**src/hdl/usc_pkg.sv**
```systemverilog
// ----------------------------------------------------------------------------
// usc_pkg: shared types and walk logic for the serial device classifier
// Beat payloads, the descriptor walk state and the per-byte walk function.
// ----------------------------------------------------------------------------
package usc_pkg;

	localparam logic [7:0] DESC_TYPE_INTERFACE = 8'h04;
	localparam logic [7:0] IFACE_MIN_LENGTH    = 8'd9;
	localparam logic [7:0] CLASS_CDC           = 8'h02;
	localparam logic [7:0] SUBCLASS_ACM        = 8'h02;
	localparam logic [7:0] CLASS_CDC_DATA      = 8'h0a;
	localparam logic [7:0] OFFSET_TYPE         = 8'd1;
	localparam logic [7:0] OFFSET_CLASS        = 8'd5;
	localparam logic [7:0] OFFSET_SUBCLASS     = 8'd6;
	localparam logic [7:0] MIN_DESC_LENGTH     = 8'd2;

	localparam logic [15:0] VID_A    = 16'h2341;
	localparam logic [15:0] VID_B    = 16'h2a03;
	localparam logic [15:0] VID_C    = 16'h1a86;
	localparam logic [15:0] PID_C0   = 16'h7523;
	localparam logic [15:0] PID_C1   = 16'h5523;
	localparam logic [15:0] PID_C2   = 16'h55d4;
	localparam logic [15:0] VID_D    = 16'h10c4;
	localparam logic [15:0] PID_D    = 16'hea60;
	localparam logic [15:0] VID_E    = 16'h0403;
	localparam logic [15:0] PID_E    = 16'h6001;

	localparam logic [15:0] POS_MAX  = 16'hffff;
	localparam logic [15:0] HDR_LAST = 16'd3;

	typedef struct packed {
		logic [7:0]  data_byte;
		logic        last;
		logic [7:0]  device_class;
		logic [15:0] vendor_id;
		logic [15:0] product_id;
	} usc_item_t;

	typedef struct packed {
		logic is_serial_device;
		logic cdc_control_found;
		logic cdc_data_found;
		logic known_id_match;
		logic walk_stopped_early;
	} usc_result_t;

	typedef struct packed {
		logic [15:0] total_length;
		logic [7:0]  bytes_left;
		logic [7:0]  current_length;
		logic [7:0]  current_type;
		logic [7:0]  interface_class;
		logic        control_seen;
		logic        data_seen;
		logic        walk_stopped;
	} usc_walk_t;

	// Advance the descriptor walk by one byte at position pos.
	function automatic usc_walk_t walk_byte(usc_walk_t s, logic [15:0] pos, logic [7:0] b);
		usc_walk_t  r;
		logic [7:0] offset;
		logic       iface;
		r      = s;
		offset = s.current_length - s.bytes_left;
		iface  = (s.current_type == DESC_TYPE_INTERFACE) &&
			(s.current_length >= IFACE_MIN_LENGTH);
		if (!s.walk_stopped && (pos < s.total_length)) begin
			if (s.bytes_left == 8'd0) begin
				// a descriptor start with under two bytes to go ends the walk quietly
				if (({1'b0, pos} + 17'd2) <= {1'b0, s.total_length}) begin
					if ((b < MIN_DESC_LENGTH) ||
						(({1'b0, pos} + {9'd0, b}) > {1'b0, s.total_length})) begin
						r.walk_stopped = 1'b1;
					end else begin
						r.current_length  = b;
						r.bytes_left      = b - 8'd1;
						r.current_type    = 8'd0;
						r.interface_class = 8'd0;
					end
				end
			end else begin
				r.bytes_left = s.bytes_left - 8'd1;
				if (offset == OFFSET_TYPE) begin
					r.current_type = b;
				end else if (offset == OFFSET_CLASS) begin
					r.interface_class = b;
					if (iface && (b == CLASS_CDC_DATA)) begin
						r.data_seen = 1'b1;
					end
				end else if (offset == OFFSET_SUBCLASS) begin
					if (iface && (s.interface_class == CLASS_CDC) && (b == SUBCLASS_ACM)) begin
						r.control_seen = 1'b1;
					end
				end
			end
		end
		return r;
	endfunction

	function automatic logic known_pair(logic [15:0] vid, logic [15:0] pid);
		logic hit;
		hit = (vid == VID_A) || (vid == VID_B) ||
			((vid == VID_C) && ((pid == PID_C0) || (pid == PID_C1) || (pid == PID_C2))) ||
			((vid == VID_D) && (pid == PID_D)) ||
			((vid == VID_E) && (pid == PID_E));
		return hit;
	endfunction

endpackage

```
**src/hdl/usc_walk.sv**
```systemverilog
// ----------------------------------------------------------------------------
// usc_walk: next walk state for one descriptor byte
// Handles the buffered four-byte header, walked at once when the total is known.
// ----------------------------------------------------------------------------
module usc_walk (
	input  usc_pkg::usc_walk_t  cur,
	input  logic [15:0]         pos,
	input  logic [7:0]          data_byte,
	input  logic                last,
	input  logic [2:0][7:0]     hdr,
	output usc_pkg::usc_walk_t  nxt
);

	logic [1:0]         pos_lo;
	logic [3:0][7:0]    hv;
	logic [7:0]         tot_lo;
	logic [7:0]         tot_hi;
	usc_pkg::usc_walk_t w0;
	usc_pkg::usc_walk_t w1;
	usc_pkg::usc_walk_t w2;
	usc_pkg::usc_walk_t w3;
	usc_pkg::usc_walk_t w4;

	assign pos_lo = pos[1:0];

	// header bytes as they stand once this beat is stored
	always_comb begin
		hv[0]  = (pos_lo == 2'd0) ? data_byte : hdr[0];
		hv[1]  = (pos_lo == 2'd1) ? data_byte : hdr[1];
		hv[2]  = (pos_lo == 2'd2) ? data_byte : hdr[2];
		hv[3]  = data_byte;
		tot_lo = (pos_lo == 2'd2) ? data_byte : ((pos_lo == 2'd3) ? hdr[2] : 8'd0);
		tot_hi = (pos_lo == 2'd3) ? data_byte : 8'd0;
	end

	always_comb begin
		w0              = cur;
		w0.total_length = {tot_hi, tot_lo};
		w1 = usc_pkg::walk_byte(w0, 16'd0, hv[0]);
		w2 = (pos_lo >= 2'd1) ? usc_pkg::walk_byte(w1, 16'd1, hv[1]) : w1;
		w3 = (pos_lo >= 2'd2) ? usc_pkg::walk_byte(w2, 16'd2, hv[2]) : w2;
		w4 = (pos_lo == 2'd3) ? usc_pkg::walk_byte(w3, 16'd3, hv[3]) : w3;
		if (pos <= usc_pkg::HDR_LAST) begin
			nxt = ((pos == usc_pkg::HDR_LAST) || last) ? w4 : cur;
		end else begin
			nxt = usc_pkg::walk_byte(cur, pos, data_byte);
		end
	end

endmodule

```
**src/hdl/usb_serial_device_classifier_core.sv**
```systemverilog
// ----------------------------------------------------------------------------
// usb_serial_device_classifier_core: CDC serial device detector
// Walks a configuration descriptor set byte by byte and reports a verdict
// on the beat marked last.
// ----------------------------------------------------------------------------
//  channel  | valid         | stall         | payload
//  ---------+---------------+---------------+----------------------
//  input    | item_valid    | item_stall    | item   (usc_item_t)
//  output   | result_valid  | result_stall  | result (usc_result_t)
//
// One beat per cycle sustained while not stalled; a result is registered as its
// last beat leaves. The walk state updates in one pass from the input register.
// Reset clears the walk state and both valid flags; no clearing pass.
// Input stalls only while a last beat waits on a full, stalled result register.
// ----------------------------------------------------------------------------
module usb_serial_device_classifier_core (
	input  logic                 clk,
	input  logic                 arst_n,
	input  logic                 item_valid,
	output logic                 item_stall,
	input  usc_pkg::usc_item_t   item,
	output logic                 result_valid,
	input  logic                 result_stall,
	output usc_pkg::usc_result_t result
);

	usc_pkg::usc_item_t   item_s1;
	logic                 valid_s1;
	usc_pkg::usc_walk_t   walk_q;
	usc_pkg::usc_walk_t   walk_next;
	logic [15:0]          byte_position_q;
	logic [2:0][7:0]      hdr_q;
	usc_pkg::usc_result_t result_q;
	logic                 result_valid_q;
	logic                 out_free;
	logic                 go_s1;
	logic                 take;
	logic                 known;

	assign out_free   = !result_valid_q || !result_stall;
	assign go_s1      = valid_s1 && (!item_s1.last || out_free);
	assign item_stall = valid_s1 && !go_s1;
	assign take       = item_valid && !item_stall;

	usc_walk u_walk (
		.cur       (walk_q),
		.pos       (byte_position_q),
		.data_byte (item_s1.data_byte),
		.last      (item_s1.last),
		.hdr       (hdr_q),
		.nxt       (walk_next)
	);

	assign known = usc_pkg::known_pair(item_s1.vendor_id, item_s1.product_id);

	always_ff @(posedge clk or negedge arst_n) begin
		if (!arst_n) begin
			valid_s1 <= 1'b0;
		end else if (take) begin
			valid_s1 <= 1'b1;
		end else if (go_s1) begin
			valid_s1 <= 1'b0;
		end
	end

	always_ff @(posedge clk) begin
		if (take) begin
			item_s1 <= item;
		end
	end

	always_ff @(posedge clk or negedge arst_n) begin
		if (!arst_n) begin
			walk_q          <= '0;
			byte_position_q <= '0;
		end else if (go_s1) begin
			if (item_s1.last) begin
				walk_q          <= '0;
				byte_position_q <= '0;
			end else begin
				walk_q <= walk_next;
				if (byte_position_q != usc_pkg::POS_MAX) begin
					byte_position_q <= byte_position_q + 16'd1;
				end
			end
		end
	end

	// hold the first header bytes until the total length is known
	always_ff @(posedge clk) begin
		if (go_s1 && (byte_position_q < usc_pkg::HDR_LAST)) begin
			hdr_q[byte_position_q[1:0]] <= item_s1.data_byte;
		end
	end

	always_ff @(posedge clk or negedge arst_n) begin
		if (!arst_n) begin
			result_valid_q <= 1'b0;
		end else if (go_s1 && item_s1.last) begin
			result_valid_q <= 1'b1;
		end else if (!result_stall) begin
			result_valid_q <= 1'b0;
		end
	end

	always_ff @(posedge clk) begin
		if (go_s1 && item_s1.last) begin
			result_q.is_serial_device   <= (item_s1.device_class == usc_pkg::CLASS_CDC) ||
				(walk_next.control_seen && walk_next.data_seen) || known;
			result_q.cdc_control_found  <= walk_next.control_seen;
			result_q.cdc_data_found     <= walk_next.data_seen;
			result_q.known_id_match     <= known;
			result_q.walk_stopped_early <= walk_next.walk_stopped;
		end
	end

	assign result_valid = result_valid_q;
	assign result       = result_q;

	a_stop_at_boundary: assert property (@(posedge clk) disable iff (!arst_n)
		walk_q.walk_stopped |-> (walk_q.bytes_left == 8'd0))
		else $error("walk stopped inside a descriptor");

	a_left_below_len: assert property (@(posedge clk) disable iff (!arst_n)
		(walk_q.bytes_left == 8'd0) || (walk_q.bytes_left < walk_q.current_length))
		else $error("bytes left not below descriptor length");

	a_clear_after_last: assert property (@(posedge clk) disable iff (!arst_n)
		(go_s1 && item_s1.last) |=> ((byte_position_q == 16'd0) && (walk_q == '0)))
		else $error("walk state not cleared after last beat");

	a_result_from_last: assert property (@(posedge clk) disable iff (!arst_n)
		$rose(result_valid_q) |-> $past(go_s1 && item_s1.last))
		else $error("result without a last beat");

	a_stall_needs_s1: assert property (@(posedge clk) disable iff (!arst_n)
		item_stall |-> (valid_s1 && item_s1.last && result_valid_q))
		else $error("input stalled with no blocked last beat");

endmodule

```
**config.mk**
```make
export PLATFORM = sky130hd
export DESIGN_NAME = usb_serial_device_classifier_core
export DESIGN_NICKNAME = d
export VERILOG_FILES = /design/src/hdl/usc_pkg.sv /design/src/hdl/usc_walk.sv /design/src/hdl/usb_serial_device_classifier_core.sv
export SDC_FILE = /design/constraint.sdc
export NUM_CORES = 1
export LEC_CHECK = 0
export BUFFER_PORTS_ARGS = -buffer_cell sky130_fd_sc_hd__buf_4
export CORE_MARGIN = 10
export CORE_UTILIZATION = 49
export CTS_BUF_LIST = sky130_fd_sc_hd__clkbuf_8
export DETAILED_ROUTE_END_ITERATION = 8
export GPL_ROUTABILITY_DRIVEN = 0
export PLACE_DENSITY = 0.7
export SYNTH_ARGS = -nofsm -noshare
export SYNTH_HDL_FRONTEND = slang
export SYNTH_SLANG_ARGS = --single-unit
```
**constraint.sdc**
```tcl
create_clock -name clk -period 13.42 [get_ports clk]
set_clock_uncertainty 0.15 [all_clocks]
set_input_delay 4.026 -clock clk [delete_from_list [all_inputs] [get_ports clk]]
set_output_delay 4.026 -clock clk [all_outputs]
set_load 0.01 [all_outputs]
```
# [Word level (Yosys, flattened, before mapping)]
# Index checks and enable logic that the tools add are counted.
[classes] muxes=111 magnitude_cmp=29 n_mul=0 div=0 n_eq_ne=50 n_bitwise=0 reduce_logical=78 shifts=0 n_addsub=18
[ops] operator="2-to-1 mux 32 bit" n=10
[ops] operator="2-to-1 mux 35 bit" n=8
[ops] operator="2-to-1 mux 8 bit" n=27
[ops] operator="2-to-1 mux 51 bit" n=3
[ops] operator="2-to-1 mux 16 bit" n=7
[ops] operator="== test 8 x 3 -> 1 bit (second input constant)" n=12
[ops] operator="== test 8 x 2 -> 1 bit (second input constant)" n=9
[ops] operator="== test 16 x 15 -> 1 bit (second input constant)" n=4
[ops] operator="subtractor 8 x 1 -> 8 bit (second input constant)" n=8
[ops] operator="2-to-1 mux 10 bit" n=5
[ops] operator="> comparator 9 x 16 -> 1 bit" n=3
[ops] operator="2-to-1 mux 1 bit" n=44
[ops] operator="logical AND 1 bit" n=33
[ops] operator="== test 16 x 13 -> 1 bit (second input constant)" n=2
[ops] operator="== test 16 x 14 -> 1 bit (second input constant)" n=2
[ops] operator="== test 8 x 1 -> 1 bit (second input constant)" n=4
[ops] operator="== test 8 x 4 -> 1 bit (second input constant)" n=4
[ops] operator=">= comparator 8 x 4 -> 1 bit (second input constant)" n=4
[ops] operator="<= comparator 2 x 16 -> 1 bit (first input constant)" n=2
[ops] operator="<= comparator 3 x 16 -> 1 bit (first input constant)" n=2
[ops] operator="logical NOT 8 bit" n=4
[ops] operator="< comparator 1 x 16 -> 1 bit (first input constant)" n=2
[ops] operator="< comparator 2 x 16 -> 1 bit (first input constant)" n=2
[ops] operator="< comparator 8 x 2 -> 1 bit (second input constant)" n=4
[ops] operator="40 further kinds" n=81
[word_totals] inputBits=53 out_inout_bits=7 latch_bits=0 wordCells=310 rom_bits=0 mem_bits_rw=0 reg_bits=147 memories=0

# [Depth between registers and ports, before layout]
# Gate-level depths: netlist of the first run.
[logic_depth] depth_word=48 ltp_mapped=50 depth_no_buf=44

# [By module]
# A second synthesis of the first run with hierarchy kept.
[hier_totals] cells_unflattened=1907 area_unflattened_um2=15776.4
[by_module_without_submodules] mod="usc_walk" cells_per_inst=1544 area_per_inst_um2=10249.8 instances=1 seq_area_each_um2=0.0
[by_module_without_submodules] mod="usb_serial_device_classifier_core" cells_per_inst=363 area_per_inst_um2=5526.6 instances=1 seq_area_each_um2=4068.9

# [Worst setup path after synthesis of the first run]
# OpenSTA, ideal clock, no wires.
[synth_timing] kind="flip-flop to flip-flop" startpoint="reg byte_position_q[0]" endpoint="reg result_q (netlist bit result[4]) (data pin)" stages_incl_launch_ff=50 path_buffers=5 arrival_time_ps=9932 slack_ps=3206 period_less_slack_ps=10214 required_ps=13138 setup_ps=132 cell_sequence="dfrtp_1 > inv_1 > ha_1 > buf_4 > clkbuf_1 > mux2i_1 > clkinv_1 > nand2_1 > ha_1 > and4_1 > a221o_1 > a31oi_2 > o21a_2 > o21ai_2 > o211ai_1 > nor2b_1 > ha_1 > inv_1 > [14 not listed] > ha_1 > nor2b_1 > o21ai_0 > nand2b_1 > and2_1 > o21ai_0 > nand2b_1 > and2_1 > o21a_1 > nor2_1 > nor2_1 > mux2_2 > o21ai_1 > nor4b_4 > nand2_1 > or4b_1 > o21ai_2 > a221o_1"
[synth_rtl] item="start: declaration" line_no="usb_serial_device_classifier_core.sv:31" source="logic [15:0] byte_position_q;"
[synth_rtl] item="start signal: assignment" line_no="usb_serial_device_classifier_core.sv:83" source="byte_position_q <= byte_position_q + 16'd1;"
[synth_rtl] item="end: declaration" line_no="usb_serial_device_classifier_core.sv:33" source="usc_pkg::usc_result_t result_q;"

==> results of run 1 <==
sequential cells by signal (all words and copies together), names as in the netlist:
register and count:
byte_position_q 16, hdr_q 24, item_s1 49, result 5, result_valid 1, valid_s1 1, walk_q 51
kinds of logic after synthesis:
| kind of cell | synth area share [%] |
|---|---|
| compound gates | 23.7 |
| xor+xnor | 5.29 |
| fa+ha+maj | 11.3 |
| buf+inv | 4.81 |
| flops | 26.1 |
| mux | 4.15 |
| simple gates | 24.5 |
layout by cell type, fill, tap and decap left out, types with 56 or more instances in the layout:
| cell type | netlist | layout |
|---|---|---|
| nor2_1 | 161 | 161 |
| o21ai_0 | 98 | 98 |
| buf_4 | 8 | 79 |
| inv_1 | 83 | 83 |
| dfrtp_1 | 69 | 69 |
| ha_1 | 129 | 129 |
| nand2_1 | 176 | 176 |
| a21oi_1 | 87 | 87 |
| xnor2_1 | 67 | 67 |
| edfxtp_1 | 78 | 78 |
| nand3_1 | 64 | 64 |
| nor3_1 | 57 | 56 |
cell type report:
class	count	area share [%]
multi-input cells	1526	64.4
inverters	98	2.20
diodes	2	0.0299
clock inverters	13	0.950
repair buffers	79	3.55
well taps	402	3.01
flip-flops and latches	147	24.3
clock buffers	19	1.56
final timing paths:
check	endpoint	slack (ns)
worst min-delay path	walk_q[43]$_DFFE_PN0P_	0.35
worst max-delay path	walk_q[16]$_DFFE_PN0P_	1.21
max in group asynchronous	byte_position_q[1]$_DFFE_PN0P_	8.98
worst max register to register	walk_q[16]$_DFFE_PN0P_	1.21
min in group asynchronous	byte_position_q[11]$_DFFE_PN0P_	3.53
worst min register to register	walk_q[43]$_DFFE_PN0P_	0.35
per-layer routing:
layer	part of all wire, %	global-route usage, %
met5	0	0
met4	7.8	19.8
met3	13	9.40
met2	42	44.5
met1	37	36.6
synth_stat cells (10+ instances only):
cell,n
a211o_1,11
a211oi_1,19
a21o_1,30
a21oi_1,87
a22o_1,16
a31oi_1,21
and2_1,14
and3_1,26
buf_2,16
clkbuf_1,42
dfrtp_1,69
edfxtp_1,78
ha_1,129
inv_1,83
mux2_2,15
mux2i_1,42
nand2_1,176
nand3_1,64
nand4_1,49
nor2_1,161
nor2b_1,14
nor3_1,57
nor4_1,29
o211ai_1,26
o21a_1,26
o21ai_0,98
o21ai_1,20
o221ai_1,18
o31ai_1,10
or3_1,20
or4_1,17
xnor2_1,67
xor2_1,27
stage by stage:
| stage | setup WS [ns] | cells | hold slack [ns] | power (uW) | cell area, sq um |
|---|---|---|---|---|---|
| 5_1_grt | 0.514 | 2285 | 0.377 | 5150 | 16700 |
| 6_report | 1.21 | 2286 | 0.347 | 4860 | 16700 |
| 2_1_floorplan | 3.21 | 1849 | 0.300 | 3370 | 15600 |
| 3_5_place_dp | 1.73 | 2252 | 0.324 | 4290 | 16300 |
| 4_1_cts | 1.65 | 2284 | 0.346 | 4680 | 16700 |
| 3_3_place_gp | 2.30 | 2252 | 0.323 | 4230 | 16300 |
power breakdown:
group          switching [uW]  internal [uW]
clock                     200            167
combinational            2580           1320
sequential               61.5            534
total                    2840           2020
worst reg2reg max path, delay by kind of cell (launching register included):
kind,cells,cell delay [ns]
AO/OA/AOI/OAI,15,3.73
adder cells (fa/ha/maj),5,1.95
buffers and inverters,5,0.93
flip-flops,1,0.44
multiplexers,2,0.83
AND/OR/NAND/NOR,17,4.02
==> results.cfg, run 1 <==
[routing]
firstDrtPassIters = 8
drcViolationCount = 0
wirelength_um = 59200
vias = 16016
viasPerCell = 7.01
detail-route-antenna-nets = 0
post_drt_wl_per_cell_um = 25.9
drt_iter0_drc = 2733

[die]
dieArea_sq_um = 39300
core-area_sq_um = 31500
core.rowCount = 65
io_pins = 60
initial_core_util_pct = 49.4
die_h_um = 198
die_w_um = 198

[sta]
rsz0062_at_grt = no
drv_slew = 0
period_share_pct = 90.9
setup_viol = 0
hold_viol = 0
tightestPinTransition_ns = 1.21
min_period_ns = 12.21
fin_setup_tns_ns = 0
relSlewSlack_pct = 18.9
fmaxAchievable_mhz = 81.9

[cts]
ctsHoldBuffers = 0
htree_levels = 4
worstSkewPairLatency_ns = 0.49
tritoncts = built
cts.path.max_buffers = 2
numCtsBuffers = 17
cts.sinks = 147
cts_root_buf = clkbuf_8
cts_setup_buffers = 0
path_clk_slew_ns = 0.10
cts.repair.resized = 0

[setup_path]
worst_setup_path_end_kind = register
crit_cells = 44
critical_path_class = register to register
critPathLaunchType = register
r2r-start = byte_position_q[0]$_DFFE_PN0P_
rr_worst_depth = 44
worst_path_largest_cell_delay_ns = 0.75
crit_path_top_delay_cell = ha_1
cpLargestDelayFamily = simple AND/OR/NAND/NOR gates
required_ns = 13.59
crit_arrival_ns = 12.38
crit_buf_inv = 5
cp_max_fo = 32
worstSetupStartpoint = byte_position_q[0]$_DFFE_PN0P_

[yosys]
ys.flop_type = edfxtp_1
synthCells = 1849
async_reset_ff_share_pct = 46.9
synth_edf_count = 78
synth_area_per_cell_sq_um = 8.42
synth-seq-area-share_pct = 26.1
synth.area.top_cells = edfxtp_1 (15%), dfrtp_1 (11%), ha_1 (10%)
yosys_warnings = 0
synth_fp_nets = 2036
synth-seq-cells = 147
synth.top_cell.area_share_pct = 15.1
syn_area_sq_um = 15600
synth.largest_area_cell = edfxtp_1
ys_types = 121

[layout]
fill_cells = 2960
seqCellArea_sq_um = 4070
finish.utilization_pct = 53.1
multi_input_area_sq_um = 10800
drive_above_1_share_pct = 11.6
nets = 2056
area_delta_synth_final_pct = 7.45

[global_route]
grt_pass1_wl_um = 90700
grt.total_usage_pct = 29.9
grt_pass1_vias = 15460
grt_max_degree = 70
antenna_found_initial = 1
grt.overflow.total = 0

[power]
p_leak_uw = 0.00663
powerDensity_nw_per_um2 = 291
peakVddDrop_mv = 0.194

[hold_path]
min_path_cells = 2
holdCritStartpoint = walk_q[43]$_DFFE_PN0P_
min_path_type = register to register

[place]
portBuffers = 59
post-dp-hpwl_um = 45900

[run_status]
outcome = complete, no violations

[job]
drv_cap = 0
Note: power is estimated with default switching activity, not from simulation.
==> run 2: changes to the inputs <==
--- a/config.mk
+++ b/config.mk
@@ -11,6 +11,7 @@
 export CTS_BUF_LIST = sky130_fd_sc_hd__clkbuf_8
 export DETAILED_ROUTE_END_ITERATION = 8
 export GPL_ROUTABILITY_DRIVEN = 0
+export MAX_ROUTING_LAYER = met4
 export PLACE_DENSITY = 0.7
 export SYNTH_ARGS = -nofsm -noshare
 export SYNTH_HDL_FRONTEND = slang
==> results.cfg, run 2 (synthesis gave the netlist of run 1 again) <==
[layout]
regMostFlops = walk_q
drive_above_1_share_pct = 11.6
largest_reg_flops = 51
final_common_cell = nand2_1
final_cell_mix = nand2_1 (176), nor2_1 (161), ha_1 (129)
area_delta_synth_final_pct = 7.46
nets = 2056
stdcell_count = 2287

[sta]
hold_viol = 0
rsz0062_at_grt = no
drv_slew = 0
fin_setup_tns_ns = 0
tightestPinTransition_ns = 1.30
setup_viol = 0
fmaxAchievable_mhz = 81.8
min_period_ns = 12.23
relSlewSlack_pct = 12.9
period_share_pct = 91.1

[cts]
tritoncts = built
htree_levels = 4
cts_setup_buffers = 0
cts.repair.resized = 0
worstSkewPairLatency_ns = 0.49
cts_root_buf = clkbuf_8
numCtsBuffers = 17
ctsHoldBuffers = 0
cts.sinks = 147
cts.path.max_buffers = 2
path_clk_slew_ns = 0.10

[setup_path]
worst_path_largest_cell_delay_ns = 0.75
critPathLaunchType = register
crit_arrival_ns = 12.45
worst_setup_path_end_kind = register
required_ns = 13.63
crit_path_top_delay_cell = ha_1
cp_max_fo = 32
crit_buf_inv = 5
cpLargestDelayFamily = simple AND/OR/NAND/NOR gates
critical_path_class = register to register

[routing]
vias = 16067
detail-route-antenna-nets = 0
drcViolationCount = 0
firstDrtPassIters = 7
drt_iter0_drc = 2273
wirelength_um = 59100
viasPerCell = 7.03
post_drt_wl_per_cell_um = 25.8
wl_met3_um = 7220
met2WireLength_um = 24900
top_layer_used = met4
wl_met1_um = 22500

[die]
io_pins = 60
die_w_um = 198
core-area_sq_um = 31500
dieArea_sq_um = 39300
initial_core_util_pct = 49.4
core.rowCount = 65
die_h_um = 198

[power]
peakVddDrop_mv = 0.195
powerDensity_nw_per_um2 = 292
p_leak_uw = 0.00663
seqPwrFrac_pct = 12.2
clockPowerShare_pct = 7.5
comb_power_share_pct = 80.3
p_int_uw = 2020
p_sw_uw = 2860
p_sw_share_pct = 58.6

[job]
drv_cap = 0

[global_route]
grt_pass1_vias = 15391
antenna_found_initial = 3
grt.overflow.total = 0
grt.total_usage_pct = 30.7
grt_pass1_wl_um = 90600
grt_max_degree = 70

[place]
portBuffers = 59
post-dp-hpwl_um = 45900
dp_cells = 2252

[run_status]
outcome = complete, no violations

[hold_path]
min_path_type = register to register
[run 2: cell count changes in the layout (fill, tap and decap cells not counted)]
cell	change
diode_2	+1
[run 2: area by class of cell]
class	instances	area [sq um]
sequential	147	4070
inverter	98	368
fill	2959	14800
clock buffer	19	262
multi-input combinational	1526	10800
antenna	3	7.51
tap	402	503
clock inverter	13	159
timing repair buffer	79	593
[run 2: power groups by stage]
stage	logic (uW)	registers (uW)	clock network (uW)
2_1_floorplan	2790	575	0
3_3_place_gp	3630	601	0
3_5_place_dp	3680	602	0
4_1_cts	3720	593	370
5_1_grt	4170	599	390
6_report	3920	596	366
[run 2: final timing paths]
check	endpoint	from	depth (start not counted)	slack, ns
max	result[4]$_DFFE_PP_	byte_position_q[0]$_DFFE_PN0P_	44	1.19
min	walk_q[43]$_DFFE_PN0P_	walk_q[43]$_DFFE_PN0P_	2	0.35
max reg2reg	result[4]$_DFFE_PP_	byte_position_q[0]$_DFFE_PN0P_	44	1.19
min reg2reg	walk_q[43]$_DFFE_PN0P_	walk_q[43]$_DFFE_PN0P_	2	0.35
max in group asynchronous	walk_q[29]$_DFFE_PN0P_	arst_n	1	8.99
min in group asynchronous	byte_position_q[11]$_DFFE_PN0P_	arst_n	1	3.53
[run 2: through the flow]
step	util (%)	hold slack [ns]	setup slack, ns	instance area (sq um)	total power [uW]
2_1_floorplan	-	0.300	3.21	15600	3370
3_3_place_gp	51.8	0.323	2.30	16300	4230
3_5_place_dp	51.8	0.324	1.73	16300	4290
4_1_cts	53.1	0.346	1.65	16700	4680
5_1_grt	53.1	0.377	0.515	16700	5160
6_report	53.1	0.347	1.19	16700	4880
[run 2: routing by layer]
metal	vias up	global-route usage [%]
li1	7052	-
met1	7526	36.7
met2	1164	44.6
met3	325	9.06
met4	0	19.5
met5	-	-
[run 2: worst register-to-register path: cells and delay by family (launching register included)]
| family | cells | cell delay, ns |
|---|---|---|
| mux | 2 | 0.84 |
| compound gates | 15 | 3.65 |
| flops | 1 | 0.45 |
| buf+inv | 5 | 0.93 |
| fa+ha+maj | 5 | 1.94 |
| simple gates | 17 | 4.14 |
